==> src/rtl/rdmc_pkg.sv <==
// Package for the drive mode controller: mode codes, command letters,
// register indexes and the structs passed between the controller modules.
// No dependencies.
`timescale 1ns / 1ps

package rdmc_pkg;

   // Drive modes, as shown on the result channel
   typedef enum logic [2:0] {
      MODE_OFF    = 3'd0,
      MODE_HALT   = 3'd1,
      MODE_FWD    = 3'd2,
      MODE_BACK   = 3'd3,
      MODE_LEFT   = 3'd4,
      MODE_RIGHT  = 3'd5,
      MODE_GRIP   = 3'd6,
      MODE_UNGRIP = 3'd7
   } mode_type;

   // Gripper action codes
   typedef enum logic [1:0] {
      GRIP_NONE  = 2'd0,
      GRIP_CLOSE = 2'd1,
      GRIP_OPEN  = 2'd2
   } grip_type;

   // Configuration register indexes
   typedef enum logic [1:0] {
      CSR_LEFT_STRAIGHT  = 2'd0,
      CSR_RIGHT_STRAIGHT = 2'd1,
      CSR_TURN_SPEED     = 2'd2,
      CSR_TURN_LIMIT     = 2'd3
   } csr_index_type;

   localparam int CSR_INDEX_W = 2;
   localparam int CSR_DATA_W  = 23;
   localparam int SPEED_W     = 15;
   localparam int LIMIT_W     = 23;
   localparam int ANGLE_W     = 24;
   localparam int DRIVE_W     = 16;

   // Command letters (ASCII)
   localparam logic [7:0] CMD_FWD    = 8'h46;  // F
   localparam logic [7:0] CMD_BACK   = 8'h42;  // B
   localparam logic [7:0] CMD_LEFT   = 8'h4C;  // L
   localparam logic [7:0] CMD_RIGHT  = 8'h52;  // R
   localparam logic [7:0] CMD_GRIP   = 8'h47;  // G
   localparam logic [7:0] CMD_UNGRIP = 8'h55;  // U
   localparam logic [7:0] CMD_HALT   = 8'h48;  // H

   // Register reset values
   localparam logic [SPEED_W-1:0] SPEED_RESET = 15'd50;
   localparam logic [LIMIT_W-1:0] LIMIT_RESET = 23'd23040;  // 90 degrees

   typedef struct packed {
      logic [SPEED_W-1:0] left_straight;
      logic [SPEED_W-1:0] right_straight;
      logic [SPEED_W-1:0] turn_speed;
      logic [LIMIT_W-1:0] turn_limit;
   } cfg_type;

   typedef struct packed {
      logic                      button_pressed;
      logic [7:0]                command;
      logic signed [ANGLE_W-1:0] gyro_angle;
   } item_type;

   typedef struct packed {
      mode_type                  mode;
      logic signed [DRIVE_W-1:0] left_speed;
      logic signed [DRIVE_W-1:0] right_speed;
      logic signed [ANGLE_W-1:0] turn_angle;
   } state_type;

   typedef struct packed {
      mode_type                  mode;
      logic                      drive_issue;
      logic signed [DRIVE_W-1:0] left_drive;
      logic signed [DRIVE_W-1:0] right_drive;
      logic                      gyro_start;
      logic                      gyro_stop;
      grip_type                  gripper_action;
      logic                      command_cleared;
   } result_type;

endpackage

==> src/rtl/rdmc_csr.sv <==
// Configuration registers of the drive mode controller.
// Depends on rdmc_pkg.
`timescale 1ns / 1ps

module rdmc_csr (
   input  logic                             clock,
   input  logic                             reset,
   input  logic                             csr_we,
   input  logic [rdmc_pkg::CSR_INDEX_W-1:0] csr_addr,
   input  logic [rdmc_pkg::CSR_DATA_W-1:0]  csr_wdata,
   output rdmc_pkg::cfg_type                cfg
);
   import rdmc_pkg::*;

   cfg_type cfg_ff;

   always_ff @(posedge clock) begin
      if (reset) begin
         cfg_ff.left_straight  <= SPEED_RESET;
         cfg_ff.right_straight <= SPEED_RESET;
         cfg_ff.turn_speed     <= SPEED_RESET;
         cfg_ff.turn_limit     <= LIMIT_RESET;
      end else if (csr_we) begin
         case (csr_addr)
            CSR_LEFT_STRAIGHT:  cfg_ff.left_straight  <= csr_wdata[SPEED_W-1:0];
            CSR_RIGHT_STRAIGHT: cfg_ff.right_straight <= csr_wdata[SPEED_W-1:0];
            CSR_TURN_SPEED:     cfg_ff.turn_speed     <= csr_wdata[SPEED_W-1:0];
            CSR_TURN_LIMIT:     cfg_ff.turn_limit     <= csr_wdata[LIMIT_W-1:0];
            default: ;
         endcase
      end
   end

   assign cfg = cfg_ff;

endmodule

==> src/rtl/rdmc_core.sv <==
// Mode decision logic: from the stored state, the configuration and one
// request, form the result and the next state. Depends on rdmc_pkg.
`timescale 1ns / 1ps

module rdmc_core (
   input  rdmc_pkg::cfg_type    cfg,
   input  rdmc_pkg::state_type  state,
   input  rdmc_pkg::item_type   item,
   output rdmc_pkg::state_type  state_in,
   output rdmc_pkg::result_type result
);
   import rdmc_pkg::*;

   logic signed [DRIVE_W-1:0] fwd_left;
   logic signed [DRIVE_W-1:0] fwd_right;
   logic signed [DRIVE_W-1:0] turn_spd;
   logic signed [ANGLE_W:0]   angle_ext;
   logic signed [ANGLE_W:0]   limit_ext;
   logic                      left_done;
   logic                      right_done;
   logic                      turn_done;

   assign fwd_left   = $signed({1'b0, cfg.left_straight});
   assign fwd_right  = $signed({1'b0, cfg.right_straight});
   assign turn_spd   = $signed({1'b0, cfg.turn_speed});
   assign angle_ext  = {state.turn_angle[ANGLE_W-1], state.turn_angle};
   assign limit_ext  = $signed({2'b00, cfg.turn_limit});
   assign left_done  = angle_ext >= limit_ext;
   assign right_done = angle_ext <= -limit_ext;
   assign turn_done  = (state.mode == MODE_LEFT) ? left_done : right_done;

   always_comb begin
      logic go_fwd;
      logic go_back;
      logic go_left;
      logic go_right;
      logic btn;
      logic [7:0] cmd;

      btn      = item.button_pressed;
      cmd      = item.command;
      go_fwd   = 1'b0;
      go_back  = 1'b0;
      go_left  = 1'b0;
      go_right = 1'b0;
      state_in = state;
      result   = '0;

      case (state.mode)
         MODE_OFF: begin
            if (btn) begin
               state_in.left_speed  = '0;
               state_in.right_speed = '0;
               state_in.mode        = MODE_HALT;
            end else begin
               result.drive_issue = 1'b1;
            end
         end
         MODE_HALT, MODE_GRIP, MODE_UNGRIP: begin
            if (btn) begin
               state_in.mode      = MODE_OFF;
               result.drive_issue = 1'b1;
            end else if (cmd == CMD_FWD) begin
               go_fwd = 1'b1;
            end else if (cmd == CMD_BACK) begin
               go_back = 1'b1;
            end else if (cmd == CMD_LEFT) begin
               go_left = 1'b1;
            end else if (cmd == CMD_RIGHT) begin
               go_right = 1'b1;
            end else if (cmd == CMD_GRIP && state.mode != MODE_GRIP) begin
               state_in.mode = MODE_GRIP;
            end else if (cmd == CMD_UNGRIP && state.mode != MODE_UNGRIP) begin
               state_in.mode = MODE_UNGRIP;
            end else begin
               result.drive_issue = 1'b1;
               if (state.mode == MODE_GRIP)
                  result.gripper_action = GRIP_CLOSE;
               else if (state.mode == MODE_UNGRIP)
                  result.gripper_action = GRIP_OPEN;
            end
         end
         MODE_FWD, MODE_BACK: begin
            if (btn) begin
               state_in.mode      = MODE_OFF;
               result.drive_issue = 1'b1;
            end else if (cmd == CMD_HALT) begin
               state_in.left_speed  = '0;
               state_in.right_speed = '0;
               state_in.mode        = MODE_HALT;
            end else if (cmd == CMD_FWD && state.mode == MODE_BACK) begin
               go_fwd = 1'b1;
            end else if (cmd == CMD_BACK && state.mode == MODE_FWD) begin
               go_back = 1'b1;
            end else if (cmd == CMD_LEFT) begin
               go_left = 1'b1;
            end else if (cmd == CMD_RIGHT) begin
               go_right = 1'b1;
            end else begin
               result.drive_issue = 1'b1;
               result.left_drive  = state.left_speed;
               result.right_drive = state.right_speed;
            end
         end
         MODE_LEFT, MODE_RIGHT: begin
            if (btn) begin
               state_in.mode       = MODE_OFF;
               state_in.turn_angle = '0;
               result.gyro_stop    = 1'b1;
               result.drive_issue  = 1'b1;
            end else if (turn_done || cmd == CMD_HALT) begin
               state_in.mode          = MODE_HALT;
               state_in.turn_angle    = '0;
               state_in.left_speed    = '0;
               state_in.right_speed   = '0;
               result.gyro_stop       = 1'b1;
               result.command_cleared = 1'b1;
            end else if (cmd == CMD_FWD) begin
               state_in.turn_angle = '0;
               result.gyro_stop    = 1'b1;
               go_fwd              = 1'b1;
            end else if (cmd == CMD_BACK) begin
               state_in.turn_angle = '0;
               result.gyro_stop    = 1'b1;
               go_back             = 1'b1;
            end else begin
               // steady turning tick: keep spinning, sample the gyro
               result.drive_issue  = 1'b1;
               result.left_drive   = state.left_speed;
               result.right_drive  = state.right_speed;
               state_in.turn_angle = item.gyro_angle;
            end
         end
         default: ;
      endcase

      // load wheel speeds for the mode change taken
      if (go_fwd) begin
         state_in.mode        = MODE_FWD;
         state_in.left_speed  = fwd_left;
         state_in.right_speed = fwd_right;
      end
      if (go_back) begin
         state_in.mode        = MODE_BACK;
         state_in.left_speed  = -fwd_left;
         state_in.right_speed = -fwd_right;
      end
      if (go_left) begin
         state_in.mode        = MODE_LEFT;
         state_in.left_speed  = -turn_spd;
         state_in.right_speed = turn_spd;
         state_in.turn_angle  = '0;
         result.gyro_start    = 1'b1;
      end
      if (go_right) begin
         state_in.mode        = MODE_RIGHT;
         state_in.left_speed  = turn_spd;
         state_in.right_speed = -turn_spd;
         state_in.turn_angle  = '0;
         result.gyro_start    = 1'b1;
      end

      result.mode = state_in.mode;
   end

endmodule

==> src/rtl/robot_drive_mode_controller.sv <==
// Drive mode controller top level: request register, decision logic,
// result register. Depends on rdmc_pkg, rdmc_csr and rdmc_core.
// A request passes through the request register and then the result register
// before it is offered on the result channel. Throughput: one request per cycle
// while the result channel is not stalled; the mode state register is updated in
// the same cycle the decision logic reads it, so ticks follow back to back.
// Reset (synchronous, active high): mode off, latched speeds and turn angle
// zero, configuration registers to their defaults, both channels empty.
`timescale 1ns / 1ps

module robot_drive_mode_controller (
   input  logic                             clock,
   input  logic                             reset,
   // request channel
   input  logic                             req_tvalid,
   output logic                             req_tready,
   // button_pressed[0], command[8:1], gyro_angle[32:9], zero fill [39:33]
   input  logic [39:0]                      req_tdata,
   // result channel
   output logic                             rsp_tvalid,
   input  logic                             rsp_tready,
   // mode[2:0], drive_issue[3], left_drive[19:4], right_drive[35:20],
   // gyro_start[36], gyro_stop[37], gripper_action[39:38],
   // command_cleared[40], zero fill [47:41]
   output logic [47:0]                      rsp_tdata,
   // configuration write port
   input  logic                             csr_we,
   input  logic [rdmc_pkg::CSR_INDEX_W-1:0] csr_addr,
   input  logic [rdmc_pkg::CSR_DATA_W-1:0]  csr_wdata
);
   import rdmc_pkg::*;

   cfg_type    cfg;
   item_type   item_ff;
   logic       item_valid_ff;
   state_type  state_ff;
   state_type  state_in;
   result_type result_in;
   result_type rsp_ff;
   logic       rsp_valid_ff;
   logic       advance;

   rdmc_csr u_csr (
      .clock     (clock),
      .reset     (reset),
      .csr_we    (csr_we),
      .csr_addr  (csr_addr),
      .csr_wdata (csr_wdata),
      .cfg       (cfg)
   );

   rdmc_core u_core (
      .cfg      (cfg),
      .state    (state_ff),
      .item     (item_ff),
      .state_in (state_in),
      .result   (result_in)
   );

   // Advance the held request into the result register whenever that
   // register is empty or is being emptied this cycle.
   assign advance    = item_valid_ff && (!rsp_valid_ff || rsp_tready);
   assign req_tready = !item_valid_ff || advance;

   // Request register: valid bit under reset, payload without.
   always_ff @(posedge clock) begin
      if (reset) begin
         item_valid_ff <= 1'b0;
      end else if (req_tready) begin
         item_valid_ff <= req_tvalid;
      end
   end

   always_ff @(posedge clock) begin
      if (req_tvalid && req_tready) begin
         item_ff.button_pressed <= req_tdata[0];
         item_ff.command        <= req_tdata[8:1];
         item_ff.gyro_angle     <= $signed(req_tdata[32:9]);
      end
   end

   // Mode state: update only as a request passes through the decision logic.
   always_ff @(posedge clock) begin
      if (reset) begin
         state_ff.mode        <= MODE_OFF;
         state_ff.left_speed  <= '0;
         state_ff.right_speed <= '0;
         state_ff.turn_angle  <= '0;
      end else if (advance) begin
         state_ff <= state_in;
      end
   end

   // Result register: hold while the consumer stalls.
   always_ff @(posedge clock) begin
      if (reset) begin
         rsp_valid_ff <= 1'b0;
      end else if (advance) begin
         rsp_valid_ff <= 1'b1;
      end else if (rsp_tready) begin
         rsp_valid_ff <= 1'b0;
      end
   end

   always_ff @(posedge clock) begin
      if (advance) begin
         rsp_ff <= result_in;
      end
   end

   assign rsp_tvalid = rsp_valid_ff;
   assign rsp_tdata  = {7'b0, rsp_ff.command_cleared, rsp_ff.gripper_action,
                        rsp_ff.gyro_stop, rsp_ff.gyro_start, rsp_ff.right_drive,
                        rsp_ff.left_drive, rsp_ff.drive_issue, rsp_ff.mode};

endmodule

==> config.mk <==
export PLATFORM = sky130hd
export DESIGN_NAME = robot_drive_mode_controller
export DESIGN_NICKNAME = d
export VERILOG_FILES = /design/src/rtl/rdmc_pkg.sv /design/src/rtl/rdmc_csr.sv /design/src/rtl/rdmc_core.sv /design/src/rtl/robot_drive_mode_controller.sv
export SDC_FILE = /design/constraint.sdc
export NUM_CORES = 1
export LEC_CHECK = 0
export BUFFER_PORTS_ARGS = -buffer_cell sky130_fd_sc_hd__buf_2
export CAP_MARGIN = 40
export CELL_PAD_IN_SITES_DETAIL_PLACEMENT = 1
export CELL_PAD_IN_SITES_GLOBAL_PLACEMENT = 1
export CORE_MARGIN = 1
export CORE_UTILIZATION = 25
export DETAILED_ROUTE_END_ITERATION = 16
export HOLD_SLACK_MARGIN = 0.12
export PLACE_DENSITY = 0.5
export SYNTH_ARGS = -nofsm -noshare
export SYNTH_HDL_FRONTEND = slang
export SYNTH_HIERARCHICAL = 1
export SYNTH_SLANG_ARGS = --single-unit
export TNS_END_PERCENT = 1
==> constraint.sdc <==
create_clock -name clock -period 15.39 [get_ports clock]
set_input_delay 1.539 -clock clock [delete_from_list [all_inputs] [get_ports clock]]
set_output_delay 1.539 -clock clock [all_outputs]
set_load 0.01 [all_outputs]
==> flow_metrics.py <==
metrics = {
    "status": {
        "outcome": "completed",
    },
    "timing": {
        "period_minus_slack_ps": 6370,
        "finClkSkew_ps": 25.0,
        "slew_headroom_pct": 45.1,
        "fmax_mhz": 157,
        "hold_viol_final": 0,
        "period_share_pct": 41.4,
        "fin_setup_tns_ps": 0,
        "report.final.slew_viol_count": 0,
        "worst_pin_slew_ps": 821,
        "fin_ws_ps": 9020,
        "setup_viol": 0,
        "rsz0062_at_grt": "false",
    },
    "layout": {
        "area_growth_pct": 16.4,
        "antenna_cells": 0,
        "drive_gt1_share_pct": 13.6,
        "layout_commonest_cell": "nand2b_1",
        "multi_input_area_sq_um": 7200,
        "final_cell_mix": "nand2b_1 (209), dfxtp_1 (129), mux2i_1 (127)",
        "fillCellCount": 5745,
        "finalNetCount": 1611,
        "ff_latch_area_sq_um": 4800,
    },
    "place": {
        "port_buffers": 105,
        "hpwl_mm": 30.0,
        "dp_slack_ps": 8890,
        "place_congestion": 0.849,
    },
    "floorplan": {
        "die_w_um": 227,
        "num_rows": 81,
        "die_h_um": 227,
        "ios": 120,
        "dieArea_sq_um": 51400,
        "start_util_pct": 25.6,
        "core_area_sq_um": 49400,
    },
    "worst_setup_path": {
        "crit_slowest_cell": "o31ai_4",
        "critPathMostFrequentCell": "nand2b_1",
        "ff2ff_path_depth": 22,
        "endpoint_kind": "flip-flop",
        "startpoint_type": "flip-flop",
        "crit_chain": "or4_1 > nor2_1 > nand2_1 > or3_1 > nand2b_1 > nor4_1 > nand2_1 > nor2_1 > xnor2_1 > ha_1 > nand3_1 > nor4_2 > inv_1 > o211a_1 > nand2b_1 > o31ai_4 > nor2b_2 > buf_8 > a211oi_1 > a311oi_1 > nand2b_1 > mux2i_1",
        "crit_path_max_fanout": 17,
        "criticalPathCategory": "flip-flop to flip-flop",
        "cp.arrival_ps": 6850,
        "cp.required_ps": 15870,
        "slowest_delay_ps": 730,
    },
    "synthesis": {
        "ys.flop_type": "dfxtp_1",
        "yosysUniqueCellTypes": 78,
        "ys_seq_area_share_pct": 38.1,
        "yosys_warnings": 6,
        "synth_edf_count": 74,
        "synth_top_area_share_pct": 20.5,
        "synthTopCellsByArea": "dfxtp_1 (20%), edfxtp_1 (18%), nand2b_1 (10%), mux2i_1 (10%), ha_1 (5.1%)",
        "ys_seq_elements": 203,
        "synth_area_sq_um": 12600,
        "async_flop_share_pct": 0,
        "yosysTopAreaCell": "dfxtp_1",
        "syn_area_per_cell_sq_um": 8.94,
        "synthCells": 1412,
    },
    "flow_run": {
        "maxCapViolCount": 0,
    },
    "clock_network": {
        "cts_inserted_buffers": 26,
        "cts-root-buf": "clkbuf_16",
        "insertion_delay_ps": 560,
        "cts_resized": 0,
        "cts_tree": "built",
        "cts_sinks": 203,
        "htree_levels": 1,
        "cts_hold_buf": 0,
        "post_cts_buffers": 0,
        "clockBufferDepth": 3,
        "clk_pin_slew_worst_paths_ps": 60,
    },
    "route": {
        "vias": 10347,
        "wirelength_mm": 39.5,
        "avgViaCountPerCell": 4.76,
        "wl_per_cell_um": 18.2,
        "drc": 0,
        "drt_iter0_markers": 405,
        "antenna_left": 0,
        "drt_first_pass_iters": 4,
    },
    "global_route": {
        "grt_pass1_wl_mm": 61.8,
        "grt_overflow": 0,
        "met2_usage_pct": 25.4,
        "grt_pass1_vias": 10650,
        "grt.total_usage_pct": 15.6,
        "grt_max_degree": 98,
        "use_met3_pct": 1.78,
        "use_met1_pct": 21.6,
        "antenna_found_initial": 1,
        "busiest_layer": "met2",
    },
    "hold_path": {
        "hold_path_depth": 2,
        "worstHoldPathType": "flip-flop to flip-flop",
    },
    "power_and_ir_drop": {
        "p_total_uw": 1290,
        "vdd_drop_max_uv": 68.2,
        "p_leak_uw": 0.00561,
        "power_density_nw_per_um2": 87.7,
    },
}
cell type report:
| cell class | count | share of cell area (%) |
|---|---|---|
| inverter | 55 | 1.40 |
| clock inverter | 13 | 0.519 |
| tap | 664 | 5.65 |
| multi-input combinational | 1073 | 49.0 |
| clock buffer | 35 | 5.21 |
| sequential | 203 | 32.7 |
| timing repair buffer | 131 | 5.56 |
registers in the layout, summed over array words and instances (netlist names):
signal         count
u_csr/cfg         68
item_ff           33
state_ff          59
item_valid_ff      1
rsp_tdata         41
rsp_tvalid         1
layer usage:
layer | wire (um) | part of all wire, %
met2 | 17700 | 45
met3 | 1360 | 3.4
met1 | 19500 | 49
met5 | 13 | 0.033
met4 | 997 | 2.5
per-stage QoR:
step           instances  utilization, %  area (sq um)  hold slack (ps)
6_report            2174            29.8         14700              489
5_1_grt             2174            29.8         14700              524
4_1_cts             2174            29.8         14700              491
3_5_place_dp        2126            28.1         13900              479
3_3_place_gp        2114            27.7         13700              469
2_1_floorplan       1418               -         12600              448
cell usage after synthesis (22+ instances only):
cell type  count
nand2b_1     209
dfxtp_1      129
mux2i_1      127
a21oi_1      102
nand2_1       93
nor2_1        86
edfxtp_1      74
inv_1         54
o21ai_0       54
ha_1          51
nor3_1        47
clkbuf_1      40
and2_1        38
nand3_1       29
a211oi_1      22
or3_1         22
critical path: cells and delay by family (launching register included):
family | cells | cell delay [ps]
and+or+nand+nor | 13 | 3700
AOI/OAI and AO/OA | 4 | 1440
DFF | 1 | 350
buffers and inverters | 2 | 290
adders and majority gates | 1 | 270
muxes | 1 | 130
xor gates and xnor gates | 1 | 90
power breakdown:
group,switching [uW],internal (uW)
registers,16.1,572
logic,59.4,45.1
clock network,248,348
cells by family after synthesis:
logic type	count (synthesis)	synth area share, %
fa+ha+maj	51	5.05
xor+xnor	22	1.53
buf+inv	142	5.46
other cells	1	0.0297
simple gates	608	26.8
compound gates	258	13.0
mux	127	10.1
flops	203	38.1
path summary, 6_finish.rpt:
path / start / to / slack (ps)
worst max-delay path: u_csr/cfg[5] / state_ff[35] / 9020
worst min-delay path: state_ff[24] / state_ff[24] / 490
worst max register to register: u_csr/cfg[5] / state_ff[35] / 9020
worst min register to register: state_ff[24] / state_ff[24] / 490
Power figures use the tool's default switching activity.
